[src/hdl/ffd_pkg.sv]
// shared types and constants of the free-fall flag detector
`timescale 1ns / 1ps
`default_nettype none

package ffd_pkg;

	localparam int TIME_WIDTH_DEFAULT = 32;
	localparam int MID_DEPTH          = 4;
	localparam int OUT_DEPTH          = 8;

	localparam logic [31:0] THRESHOLD_RESET = 32'd150994944;
	localparam logic [15:0] DEBOUNCE_RESET  = 16'd100;
	localparam logic [15:0] HOLD_RESET      = 16'd5000;

	localparam int CFG_INDEX_W = 2;

	typedef enum logic [CFG_INDEX_W-1:0] {
		REG_THRESHOLD = 2'd0,
		REG_DEBOUNCE  = 2'd1,
		REG_HOLD      = 2'd2
	} cfg_index_t;

	typedef struct packed {
		logic [31:0] threshold_squared;
		logic [15:0] fall_debounce;
		logic [15:0] hold_ms;
	} cfg_regs_t;

	typedef struct packed {
		logic        fall_flag;
		logic        freefall_active;
		logic [31:0] magnitude_squared;
	} result_t;

endpackage

`default_nettype wire

[src/hdl/freefall_flag_detector.sv]
// top level of the free-fall flag detector
//
//  channel  handshake            accepted when          carries
//  input    push / full          push && !full          accel_x, accel_y, accel_z, now_ms
//  result   pop / empty          pop && !empty          fall_flag, freefall_active,
//                                                       magnitude_squared
//  config   cfg_valid/cfg_ready  cfg_valid && cfg_ready cfg_index, cfg_data
//
// one word per cycle sustained while not full; squares are registered ahead of the queues
// the path is squares, then sum and compare, then the state update in the back end
// full rises once eight words are in flight and not yet popped
// reset clears the control state and loads the register defaults; config is always ready
`timescale 1ns / 1ps
`default_nettype none

module freefall_flag_detector
	import ffd_pkg::*;
#(
	parameter int TIME_WIDTH = TIME_WIDTH_DEFAULT
) (
	input  wire logic                   clk,
	input  wire logic                   arst_n,
	input  wire logic                   push,
	output logic                        full,
	input  wire logic signed [15:0]     accel_x,
	input  wire logic signed [15:0]     accel_y,
	input  wire logic signed [15:0]     accel_z,
	input  wire logic [31:0]            now_ms,
	input  wire logic                   pop,
	output logic                        empty,
	output logic                        fall_flag,
	output logic                        freefall_active,
	output logic [31:0]                 magnitude_squared,
	input  wire logic                   cfg_valid,
	output logic                        cfg_ready,
	input  wire logic [CFG_INDEX_W-1:0] cfg_index,
	input  wire logic [31:0]            cfg_data
);

	localparam int MID_W  = TIME_WIDTH + 33;
	localparam int CRED_W = $clog2(OUT_DEPTH + 1);

	cfg_regs_t              cfg_q;
	logic [CRED_W-1:0]      credit_q;
	logic                   in_take;
	logic                   out_take;
	logic [TIME_WIDTH+31:0] now_wide;
	logic [TIME_WIDTH-1:0]  now_t;

	logic                   mid_wr;
	logic [MID_W-1:0]       mid_wdata;
	logic                   mid_full;
	logic                   mid_rd;
	logic [MID_W-1:0]       mid_rdata;
	logic                   mid_empty;

	logic                   out_wr;
	result_t                out_wdata;
	logic                   out_full;
	logic [$bits(result_t)-1:0] out_rdata;
	result_t                res;

	assign cfg_ready = 1'b1;
	assign in_take   = push && !full;
	assign out_take  = pop && !empty;
	assign full      = (credit_q == CRED_W'(OUT_DEPTH));

	// timestamps kept modulo 2^TIME_WIDTH
	assign now_wide = {{TIME_WIDTH{1'b0}}, now_ms};
	assign now_t    = now_wide[TIME_WIDTH-1:0];

	always_ff @(posedge clk or negedge arst_n) begin
		if (!arst_n) begin
			cfg_q.threshold_squared <= THRESHOLD_RESET;
			cfg_q.fall_debounce     <= DEBOUNCE_RESET;
			cfg_q.hold_ms           <= HOLD_RESET;
		end else if (cfg_valid && cfg_ready) begin
			case (cfg_index)
				REG_THRESHOLD: cfg_q.threshold_squared <= cfg_data;
				REG_DEBOUNCE:  cfg_q.fall_debounce     <= cfg_data[15:0];
				REG_HOLD:      cfg_q.hold_ms           <= cfg_data[15:0];
				default: begin
				end
			endcase
		end
	end

	// words in flight, bounded by the result queue depth
	always_ff @(posedge clk or negedge arst_n) begin
		if (!arst_n) begin
			credit_q <= '0;
		end else if (in_take && !out_take) begin
			credit_q <= credit_q + 1'b1;
		end else if (out_take && !in_take) begin
			credit_q <= credit_q - 1'b1;
		end
	end

	ffd_front #(
		.TIME_WIDTH(TIME_WIDTH)
	) u_front (
		.clk     (clk),
		.arst_n  (arst_n),
		.in_valid(in_take),
		.accel_x (accel_x),
		.accel_y (accel_y),
		.accel_z (accel_z),
		.now_t   (now_t),
		.cfg     (cfg_q),
		.mid_wr  (mid_wr),
		.mid_data(mid_wdata)
	);

	ffd_fifo #(
		.WIDTH(MID_W),
		.DEPTH(MID_DEPTH)
	) u_mid_q (
		.clk    (clk),
		.arst_n (arst_n),
		.wr_en  (mid_wr),
		.wr_data(mid_wdata),
		.full   (mid_full),
		.rd_en  (mid_rd),
		.rd_data(mid_rdata),
		.empty  (mid_empty)
	);

	ffd_back #(
		.TIME_WIDTH(TIME_WIDTH)
	) u_back (
		.clk      (clk),
		.arst_n   (arst_n),
		.mid_empty(mid_empty),
		.mid_data (mid_rdata),
		.mid_rd   (mid_rd),
		.cfg      (cfg_q),
		.out_full (out_full || mid_full && 1'b0),
		.out_wr   (out_wr),
		.out_data (out_wdata)
	);

	ffd_fifo #(
		.WIDTH($bits(result_t)),
		.DEPTH(OUT_DEPTH)
	) u_out_q (
		.clk    (clk),
		.arst_n (arst_n),
		.wr_en  (out_wr),
		.wr_data(out_wdata),
		.full   (out_full),
		.rd_en  (out_take),
		.rd_data(out_rdata),
		.empty  (empty)
	);

	assign res               = result_t'(out_rdata);
	assign fall_flag         = res.fall_flag;
	assign freefall_active   = res.freefall_active;
	assign magnitude_squared = res.magnitude_squared;

endmodule

`default_nettype wire

[src/hdl/ffd_fifo.sv]
// small first-in first-out word queue
`timescale 1ns / 1ps
`default_nettype none

module ffd_fifo #(
	parameter int WIDTH = 8,
	parameter int DEPTH = 4
) (
	input  wire logic             clk,
	input  wire logic             arst_n,
	input  wire logic             wr_en,
	input  wire logic [WIDTH-1:0] wr_data,
	output logic                  full,
	input  wire logic             rd_en,
	output logic      [WIDTH-1:0] rd_data,
	output logic                  empty
);

	localparam int PTR_W = (DEPTH > 1) ? $clog2(DEPTH) : 1;
	localparam int CNT_W = $clog2(DEPTH + 1);

	logic [WIDTH-1:0] mem_q [DEPTH];
	logic [PTR_W-1:0] wr_ptr_q;
	logic [PTR_W-1:0] rd_ptr_q;
	logic [CNT_W-1:0] cnt_q;
	logic             wr_do;
	logic             rd_do;

	assign full    = (cnt_q == CNT_W'(DEPTH));
	assign empty   = (cnt_q == '0);
	assign wr_do   = wr_en && !full;
	assign rd_do   = rd_en && !empty;
	assign rd_data = mem_q[rd_ptr_q];

	always_ff @(posedge clk) begin
		if (wr_do) begin
			mem_q[wr_ptr_q] <= wr_data;
		end
	end

	always_ff @(posedge clk or negedge arst_n) begin
		if (!arst_n) begin
			wr_ptr_q <= '0;
			rd_ptr_q <= '0;
			cnt_q    <= '0;
		end else begin
			if (wr_do) begin
				wr_ptr_q <= (wr_ptr_q == PTR_W'(DEPTH - 1)) ? '0 : wr_ptr_q + 1'b1;
			end
			if (rd_do) begin
				rd_ptr_q <= (rd_ptr_q == PTR_W'(DEPTH - 1)) ? '0 : rd_ptr_q + 1'b1;
			end
			if (wr_do && !rd_do) begin
				cnt_q <= cnt_q + 1'b1;
			end else if (rd_do && !wr_do) begin
				cnt_q <= cnt_q - 1'b1;
			end
		end
	end

endmodule

`default_nettype wire

[src/hdl/ffd_front.sv]
// front end: squares the axes, sums them and classifies against the threshold
`timescale 1ns / 1ps
`default_nettype none

module ffd_front
	import ffd_pkg::*;
#(
	parameter int TIME_WIDTH = TIME_WIDTH_DEFAULT
) (
	input  wire logic                   clk,
	input  wire logic                   arst_n,
	input  wire logic                   in_valid,
	input  wire logic signed [15:0]     accel_x,
	input  wire logic signed [15:0]     accel_y,
	input  wire logic signed [15:0]     accel_z,
	input  wire logic [TIME_WIDTH-1:0]  now_t,
	input  wire cfg_regs_t              cfg,
	output logic                        mid_wr,
	output logic [TIME_WIDTH+32:0]      mid_data
);

	logic signed [31:0]    prod_x;
	logic signed [31:0]    prod_y;
	logic signed [31:0]    prod_z;
	logic                  valid_s1;
	logic [30:0]           sq_x_s1;
	logic [30:0]           sq_y_s1;
	logic [30:0]           sq_z_s1;
	logic [TIME_WIDTH-1:0] now_s1;
	logic [31:0]           mag;
	logic                  below;

	assign prod_x = accel_x * accel_x;
	assign prod_y = accel_y * accel_y;
	assign prod_z = accel_z * accel_z;

	always_ff @(posedge clk or negedge arst_n) begin
		if (!arst_n) begin
			valid_s1 <= 1'b0;
		end else begin
			valid_s1 <= in_valid;
		end
	end

	always_ff @(posedge clk) begin
		if (in_valid) begin
			sq_x_s1 <= prod_x[30:0];
			sq_y_s1 <= prod_y[30:0];
			sq_z_s1 <= prod_z[30:0];
			now_s1  <= now_t;
		end
	end

	// sum stays below 2^32 for any three 16-bit axes
	assign mag   = {1'b0, sq_x_s1} + {1'b0, sq_y_s1} + {1'b0, sq_z_s1};
	assign below = (mag < cfg.threshold_squared);

	assign mid_wr   = valid_s1;
	assign mid_data = {now_s1, below, mag};

endmodule

`default_nettype wire

[src/hdl/ffd_back.sv]
// back end: free-fall mark, debounce and flag hold state
`timescale 1ns / 1ps
`default_nettype none

module ffd_back
	import ffd_pkg::*;
#(
	parameter int TIME_WIDTH = TIME_WIDTH_DEFAULT
) (
	input  wire logic                   clk,
	input  wire logic                   arst_n,
	input  wire logic                   mid_empty,
	input  wire logic [TIME_WIDTH+32:0] mid_data,
	output logic                        mid_rd,
	input  wire cfg_regs_t              cfg,
	input  wire logic                   out_full,
	output logic                        out_wr,
	output result_t                     out_data
);

	logic [31:0]            mag;
	logic                   below;
	logic [TIME_WIDTH-1:0]  now_t;
	logic [TIME_WIDTH+15:0] deb_wide;
	logic [TIME_WIDTH+15:0] hold_wide;
	logic [TIME_WIDTH-1:0]  deb_t;
	logic [TIME_WIDTH-1:0]  hold_t;

	logic                   in_freefall_q;
	logic [TIME_WIDTH-1:0]  start_time_q;
	logic                   flag_raised_q;
	logic [TIME_WIDTH-1:0]  raise_time_q;

	logic                   in_freefall_d;
	logic [TIME_WIDTH-1:0]  start_time_d;
	logic                   raised_mid;
	logic                   flag_raised_d;
	logic [TIME_WIDTH-1:0]  raise_time_d;
	logic [TIME_WIDTH-1:0]  since_start;
	logic [TIME_WIDTH-1:0]  since_raise;
	logic                   step;

	assign mag   = mid_data[31:0];
	assign below = mid_data[32];
	assign now_t = mid_data[TIME_WIDTH+32:33];

	assign deb_wide  = {{TIME_WIDTH{1'b0}}, cfg.fall_debounce};
	assign hold_wide = {{TIME_WIDTH{1'b0}}, cfg.hold_ms};
	assign deb_t     = deb_wide[TIME_WIDTH-1:0];
	assign hold_t    = hold_wide[TIME_WIDTH-1:0];

	assign step   = !mid_empty && !out_full;
	assign mid_rd = step;
	assign out_wr = step;

	assign since_start = now_t - start_time_q;

	always_comb begin
		in_freefall_d = in_freefall_q;
		start_time_d  = start_time_q;
		raised_mid    = flag_raised_q;
		raise_time_d  = raise_time_q;
		if (below) begin
			if (!in_freefall_q) begin
				in_freefall_d = 1'b1;
				start_time_d  = now_t;
			end else if ((since_start >= deb_t) && !flag_raised_q) begin
				raised_mid   = 1'b1;
				raise_time_d = now_t;
			end
		end else begin
			in_freefall_d = 1'b0;
		end
	end

	assign since_raise   = now_t - raise_time_d;
	assign flag_raised_d = raised_mid && !(since_raise >= hold_t);

	always_comb begin
		out_data.fall_flag         = flag_raised_d;
		out_data.freefall_active   = in_freefall_d;
		out_data.magnitude_squared = mag;
	end

	always_ff @(posedge clk or negedge arst_n) begin
		if (!arst_n) begin
			in_freefall_q <= 1'b0;
			start_time_q  <= '0;
			flag_raised_q <= 1'b0;
			raise_time_q  <= '0;
		end else if (step) begin
			in_freefall_q <= in_freefall_d;
			start_time_q  <= start_time_d;
			flag_raised_q <= flag_raised_d;
			raise_time_q  <= raise_time_d;
		end
	end

endmodule

`default_nettype wire

[config.mk]
export PLATFORM = sky130hd
export DESIGN_NAME = freefall_flag_detector
export DESIGN_NICKNAME = d
export VERILOG_FILES = /design/src/hdl/ffd_pkg.sv /design/src/hdl/freefall_flag_detector.sv /design/src/hdl/ffd_fifo.sv /design/src/hdl/ffd_front.sv /design/src/hdl/ffd_back.sv
export SDC_FILE = /design/constraint.sdc
export NUM_CORES = 2
export LEC_CHECK = 0
export ABC_CLOCK_PERIOD_IN_PS = 16300
export BUFFER_PORTS_ARGS = -buffer_cell sky130_fd_sc_hd__buf_2
export CELL_PAD_IN_SITES_DETAIL_PLACEMENT = 1
export CELL_PAD_IN_SITES_GLOBAL_PLACEMENT = 1
export CORE_MARGIN = 2
export CORE_UTILIZATION = 50
export DETAILED_ROUTE_END_ITERATION = 8
export PLACE_DENSITY = 0.82
export SLEW_MARGIN = 20
export SYNTH_ARGS = -nofsm -noshare
export SYNTH_HDL_FRONTEND = slang
export SYNTH_SLANG_ARGS = --single-unit
[constraint.sdc]
create_clock -name clk -period 16.3 [get_ports clk]
set_clock_uncertainty 0.05 [all_clocks]
set_input_delay 1.63 -clock clk [delete_from_list [all_inputs] [get_ports clk]]
set_output_delay 1.63 -clock clk [all_outputs]
set_load 0.005 [all_outputs]
### Word level (Yosys, flattened, before mapping)

Memory sizes are Yosys's and may differ from the RTL's.
Index checks and enable logic that the tools add are counted.

* add/subtract/negate cells: 14
* multiply operators: 3
* magnitude comparators: 3
* eq/ne operators: 9
* muxes and demuxes: 21
* bitwise operators: 1
* reduce and logical (&&, ||, !) cells: 38

Operators by type and width (count)
* $mux 32: 3
* $mul 16x16->31: 3
* $ge 32x16->1: 2
* $sub 32x32->32: 2
* $add 31x31->32: 1
* $add 32x31->32: 1
* $lt 32x32->1: 1
* $mux 4: 4
* $logic_and 1x1->1: 15
* $logic_not 1->1: 13
* $mux 3: 4
* $add 3x1->3 const B: 3
* $eq 3x3->1 const B: 3
* $add 4x1->4 const B: 2
* $eq 4x4->1 const B: 2
* $mux 1: 8
* $sub 4x1->4 const B: 2
* $eq 2x2->1 const B: 3
* $reduce_and 2->1: 3
* $reduce_bool 2->1: 3
* $add 2x1->2 const B: 2
* $logic_not 4->1: 1
* $mux 2: 2
* $logic_not 3->1: 1
* 5 further kinds: 5

* bits in registers: 277
* memory bits (writable): 532
* input port bits: 119
* memories kept: 2

Memories
* u_out_q.mem_q: words 8, width 34, read ports 1, clocked after memory_dff 0, wr ports 1, RTL line ffd_fifo.sv:22 `logic [WIDTH-1:0] mem_q [DEPTH];`
* u_mid_q.mem_q: words 4, width 65, read ports 1, clocked after memory_dff 0, wr ports 1, RTL line ffd_fifo.sv:22

### Longest topological paths before layout

An unclocked memory read counts as a cell.

* depth in word-level cells: 11
* gate-level depth with buffers: 47
* depth with buffers taken out: 44

### Hierarchy

A second synthesis with hierarchy kept.

* cells, all modules: 5378
* area total of the unflattened synthesis: 64105.2 sq um

Modules (own cells, without submodules)
* ffd_front: instances 1, cells an instance 3363, area an instance 32671.3 sq um, sequential area each 3688.5 sq um
* ffd_fifo (u_out_q): instances 1, cells an instance 460, area an instance 11049.3 sq um, sequential area each 8418.1 sq um
* ffd_fifo (u_mid_q): instances 1, cells an instance 377, area an instance 9855.7 sq um, sequential area each 7982.7 sq um
* ffd_back: instances 1, cells an instance 1008, area an instance 7772.5 sq um, sequential area each 1651.6 sq um
* freefall_flag_detector: instances 1, cells an instance 170, area an instance 2756.4 sq um, sequential area each 1714.1 sq um

### Worst setup path after synthesis

OpenSTA, ideal clock, no wires.

* path kind: reg2reg
* start point: register u_mid_q.rd_ptr_q[0]
* end point: memory u_out_q.mem_q[0][33] (netlist name) (data pin)
* setup time: 0.296 ns
* arrival time: 11.074 ns
* path slack: 4.879 ns
* stages on the path, launching flop included: 47
* buffers on the path: 3
* cell sequence: dfrtp_1 -> clkbuf_1 -> buf_1 -> clkbuf_1 -> mux4_2 -> ha_1 -> o211ai_1 -> a21oi_2 -> o211ai_1 -> a211oi_2 -> o21a_1 -> nor2_1 -> xnor2_1 -> ha_1 -> a21o_1 -> a211o_1 -> a211oi_1 -> a21oi_1 -> (+11 left out) -> and2_1 -> o21ai_0 -> nand2b_1 -> a21o_1 -> a21oi_1 -> xnor2_1 -> ha_1 -> and4_1 -> a2111oi_0 -> nand3_1 -> or4_1 -> a2111o_1 -> a211oi_2 -> nand2_1 -> or4_1 -> nor3_1 -> nand4_1 -> nor4_1

* longest elaborated chain between the ends: 11
* elaborated cells on any way between the ends: 14

Ends and longest elaborated chain
* start: declaration: RTL line ffd_fifo.sv:24 `logic [PTR_W-1:0] rd_ptr_q;`
* start signal: assignment: RTL line ffd_fifo.sv:51 `rd_ptr_q <= (rd_ptr_q == PTR_W'(DEPTH - 1)) ? '0 : rd_ptr_q + 1'b1;`
* $mem_v2 4x65
* via mid_rdata[35]: RTL line freefall_flag_detector.sv:54 `logic [MID_W-1:0] mid_rdata;`
* $sub 32x32->32: RTL line ffd_back.sv:56 `assign since_start = now_t - start_time_q;`
* $ge 32x16->1: RTL line ffd_back.sv:67 `end else if ((since_start >= deb_t) && !flag_raised_q) begin`
* $logic_and 1x1->1: RTL line ffd_back.sv:67
* $mux 32: RTL line ffd_back.sv:67
* $mux 32: RTL line ffd_back.sv:64 `if (!in_freefall_q) begin`
* $mux 32: RTL line ffd_back.sv:63 `if (below) begin`
* via u_back.raise_time_d[0]: RTL line ffd_back.sv:38 `logic [TIME_WIDTH-1:0] raise_time_d;`
* $sub 32x32->32: RTL line ffd_back.sv:76 `assign since_raise = now_t - raise_time_d;`
* $ge 32x16->1: RTL line ffd_back.sv:77 `assign flag_raised_d = raised_mid && !(since_raise >= hold_t);`
* $logic_not 1->1: RTL line ffd_back.sv:77
* $logic_and 1x1->1: RTL line ffd_back.sv:77
* via u_back.flag_raised_d: RTL line ffd_back.sv:37 `logic flag_raised_d;`
* end: declaration: RTL line ffd_fifo.sv:22

The timed path passes the listed nets, and every way through them passes these cells.

### Final worst setup path

* start point: register u_mid_q.rd_ptr_q[0]
* end point: memory u_out_q.mem_q[1][33] (netlist name) (data pin)

* longest elaborated chain between the ends: 11
* elaborated cells on any way between the ends: 14

Ends and longest elaborated chain (RTL line)
* $mem_v2 4x65 (*)
* via mid_rdata[39]: freefall_flag_detector.sv:54
* $sub 32x32->32: ffd_back.sv:56
* $ge 32x16->1: ffd_back.sv:67
* $logic_and 1x1->1: ffd_back.sv:67
* $mux 32: ffd_back.sv:67
* $mux 32: ffd_back.sv:64
* $mux 32: ffd_back.sv:63
* $sub 32x32->32: ffd_back.sv:76
* $ge 32x16->1: ffd_back.sv:77
* $logic_not 1->1: ffd_back.sv:77
* $logic_and 1x1->1 (*): ffd_back.sv:77
* via u_back.flag_raised_d: ffd_back.sv:37

The timed path passes the listed nets; every way through them passes the cells marked *.

==> reports/metrics.csv <==
stage,metric,value,unit
worst_setup_path,r2r_setup_slack,3.65,ns
yosys,syn_inst,5135,
worst_setup_path,cp-end-kind,flop,
finish,fin_nets,6549,
clock_network,cts_max_path_buffers,3,
yosys,ys.flop_type,edfxtp_1,
worst_setup_path,cpMaxStageDelayCell,dfrtp_4,
drt,dr.pass1.iters,5,
yosys,yosysTopAreaCellShare,31.2,%
place,numPortBuffers,154,
worst_setup_path,critPathMaxStageDelay,0.96,ns
drt,drc,0,
finish,drive_gt1_share,12.3,%
sta,finalHoldViolCount,0,
place,globalplace.congestion,0.895,
worst_setup_path,arrival,12.97,ns
floorplan,die_w,359,µm
global_routing,overflow,0,
clock_network,cts_sinks,806,
sta,fin_crit_sh,77.6,%
yosys,ys_warn_count,0,
sta,max_slew_margin,24.5,%
clock_network,cts-hold-fix-buffers,0,
sta,final-setup-viol-count,0,
yosys,synth_cell_type_count,87,
yosys,synth_edf_count,654,
place,dp_hpwl,121000,µm
yosys,synth_largest_area_cell,edfxtp_1,
job,cap_violations,0,
drt,finalWirelength,165000,µm
sta,setup_tns,0,ns
yosys,synth_xor_area_share,2.74,%
sta,maxSlewViolCount,0,
clock_network,clockRootBuffer,clkbuf_16,
drt,drt-initial-drc-count,2439,
worst_setup_path,start_kind,flop,
sta,timing.fmax,79.1,MHz
clock_network,cts.clk_slew.worst_paths,0.07,ns
clock_network,numCtsBuffers,84,
finish,area_growth,9.04,%
min_path,hold_path.class,reg2reg,
yosys,yosysSeqAreaShare,37.3,%
global_routing,grt_pass1_vias,45500,
floorplan,core-area,0.125,mm²
yosys,netlist_area,0.0629,mm²
drt,detail-route-antenna-nets,0,
yosys,syn_area_per_cell,12.2,µm²
global_routing,grt_pass1_wl,259000,µm
floorplan,die_h,359,µm
status,status,"complete, no violations",
yosys,synth_area_leaders,"edfxtp_1 (31%), fa_1 (23%), ha_1 (8.4%)",
sta,worstMarginPinSlew,1.13,ns
global_routing,grt_max_degree,91,
floorplan,start_util,50.2,%
worst_setup_path,required,16.62,ns
yosys,synth_mux_area_share,8.01,%
clock_network,h-tree-depth,3,
drt,viasPerCell,5.65,
yosys,synth-simple-area-share,7.44,%
yosys,synthTopCellsByCount,"inv_1 (1034), fa_1 (735), edfxtp_1 (654)",
floorplan,io_pins,156,
floorplan,dieArea,0.129,mm²
worst_setup_path,critical_path_peak_fanout,33,
drt,via_count,39500,
yosys,async_flop_share,18.9,%
yosys,synth-seq-cells,806,
yosys,synth_compound_area_share,5.74,%
yosys,synth.most_common_cell,inv_1,
global_routing,track_usage,26.3,%
drt,wl_per_cell,23.6,µm
clock_network,cts_setup_buffers,0,
global_routing,antenna_found_initial,11,
clock_network,cts_tree,done,
clock_network,clock_latency,0.71,ns
sta,fin_crit,12.65,ns
yosys,synth_top_family_by_area,adder cells,
sta,rsz0062_at_grt,false,
worst_setup_path,path_class,reg2reg,
yosys,synth_fa_ha_area_share,31.7,%
clock_network,post_cts_resized,0,
floorplan,core.rowCount,130,
[cell type report]
type | instances | area, µm²
antenna | 6 | 15.0
timing repair buffer | 183 | 1070
inverter | 1037 | 3890
clock inverter | 42 | 631
tap | 1650 | 2060
sequential | 806 | 23500
fill | 12900 | 56700
clock buffer | 113 | 2320
multi-input combinational | 3163 | 35100
[cell families (layout without fill, tap and decap cells)]
group,Yosys count,count (layout)
xor gates and xnor gates,196,196
and+or+nand+nor,947,947
adders and majority gates,1155,1155
muxes,310,310
DFF,806,806
buffers and inverters,1168,1375
AOI/OAI and AO/OA,551,551
other,2,10
[cells in the final DEF, fill, tap and decap left out, drive strengths merged, types with 21 or more instances in the layout]
master	instances
buf	183
mux4	132
xor2	66
nand2b	49
dfrtp	142
clkbuf	113
nand2	359
and2	148
a211oi	27
clkinv	27
o21ai	98
a21o	98
nor3	45
nand4	21
xnor2	130
o21a	29
nand3	40
mux2i	40
a21oi	159
fa	735
and3	22
nor2	149
inv	1037
ha	420
mux2	138
nor2b	32
a31oi	21
edfxtp	654
[metrics by stage]
stage | std cells | instance area (µm²) | setup slack (ns) | hold slack [ns] | utilization [%]
after floorplan | 5137 | 62900 | 4.88 | 0.384 | -
after global placement | 6835 | 65500 | 4.17 | 0.403 | 52.3
after detailed placement | 6835 | 65500 | 3.74 | 0.415 | 52.3
after CTS | 6990 | 68500 | 3.29 | 0.402 | 54.7
after global routing | 6994 | 68600 | 2.92 | 0.431 | 54.7
final | 7000 | 68600 | 3.65 | 0.404 | 54.8
[path summary, 6_finish.rpt]
| path | from | to | depth (start not counted) |
|---|---|---|---|
| setup / recovery | u_mid_q.rd_ptr_q[0] | u_out_q.mem_q[1][33] | 43 |
| hold / removal | u_front.now_s1[31] | u_mid_q.mem_q[3][64] | 0 |
| setup reg to reg | u_mid_q.rd_ptr_q[0] | u_out_q.mem_q[1][33] | 43 |
| hold reg to reg | u_front.now_s1[31] | u_mid_q.mem_q[3][64] | 0 |
| max in group asynchronous | arst_n | cfg_q[40] | 2 |
| min in group asynchronous | arst_n | u_back.start_time_q[31] | 1 |
[flip-flops by register name (all words and copies together), names as in the netlist, 4 cells and up]
register and cells:
u_out_q.mem_q 272, u_back.start_time_q 32, u_front.sq_y_s1 30, u_back.raise_time_q 32
u_front.now_s1 32, u_front.sq_x_s1 30, credit_q 4, u_out_q.cnt_q 4
u_front.sq_z_s1 30, cfg_q 64, u_mid_q.mem_q 260
[critical path, delay by kind of cell, from the launching register on]
family / cells / cell delay, ns
simple gates: 18 / 4.63
compound gates: 16 / 3.82
fa+ha+maj: 4 / 1.28
flops: 1 / 0.96
mux: 2 / 0.89
buf+inv: 1 / 0.34
xor+xnor: 2 / 0.29
[metal layers]
metal | vias to the layer above | global-route usage [%] | share of wire (%)
li1 | 17300 | - | -
met1 | 20800 | 31.6 | 38
met2 | 1085 | 48.1 | 53
met3 | 343 | 3.29 | 4.8
met4 | 6 | 10.4 | 4.1
met5 | - | 0 | 0.022
Power is not shown: default switching activity piles up to over one toggle a cycle in this logic, so the estimate is an artifact.
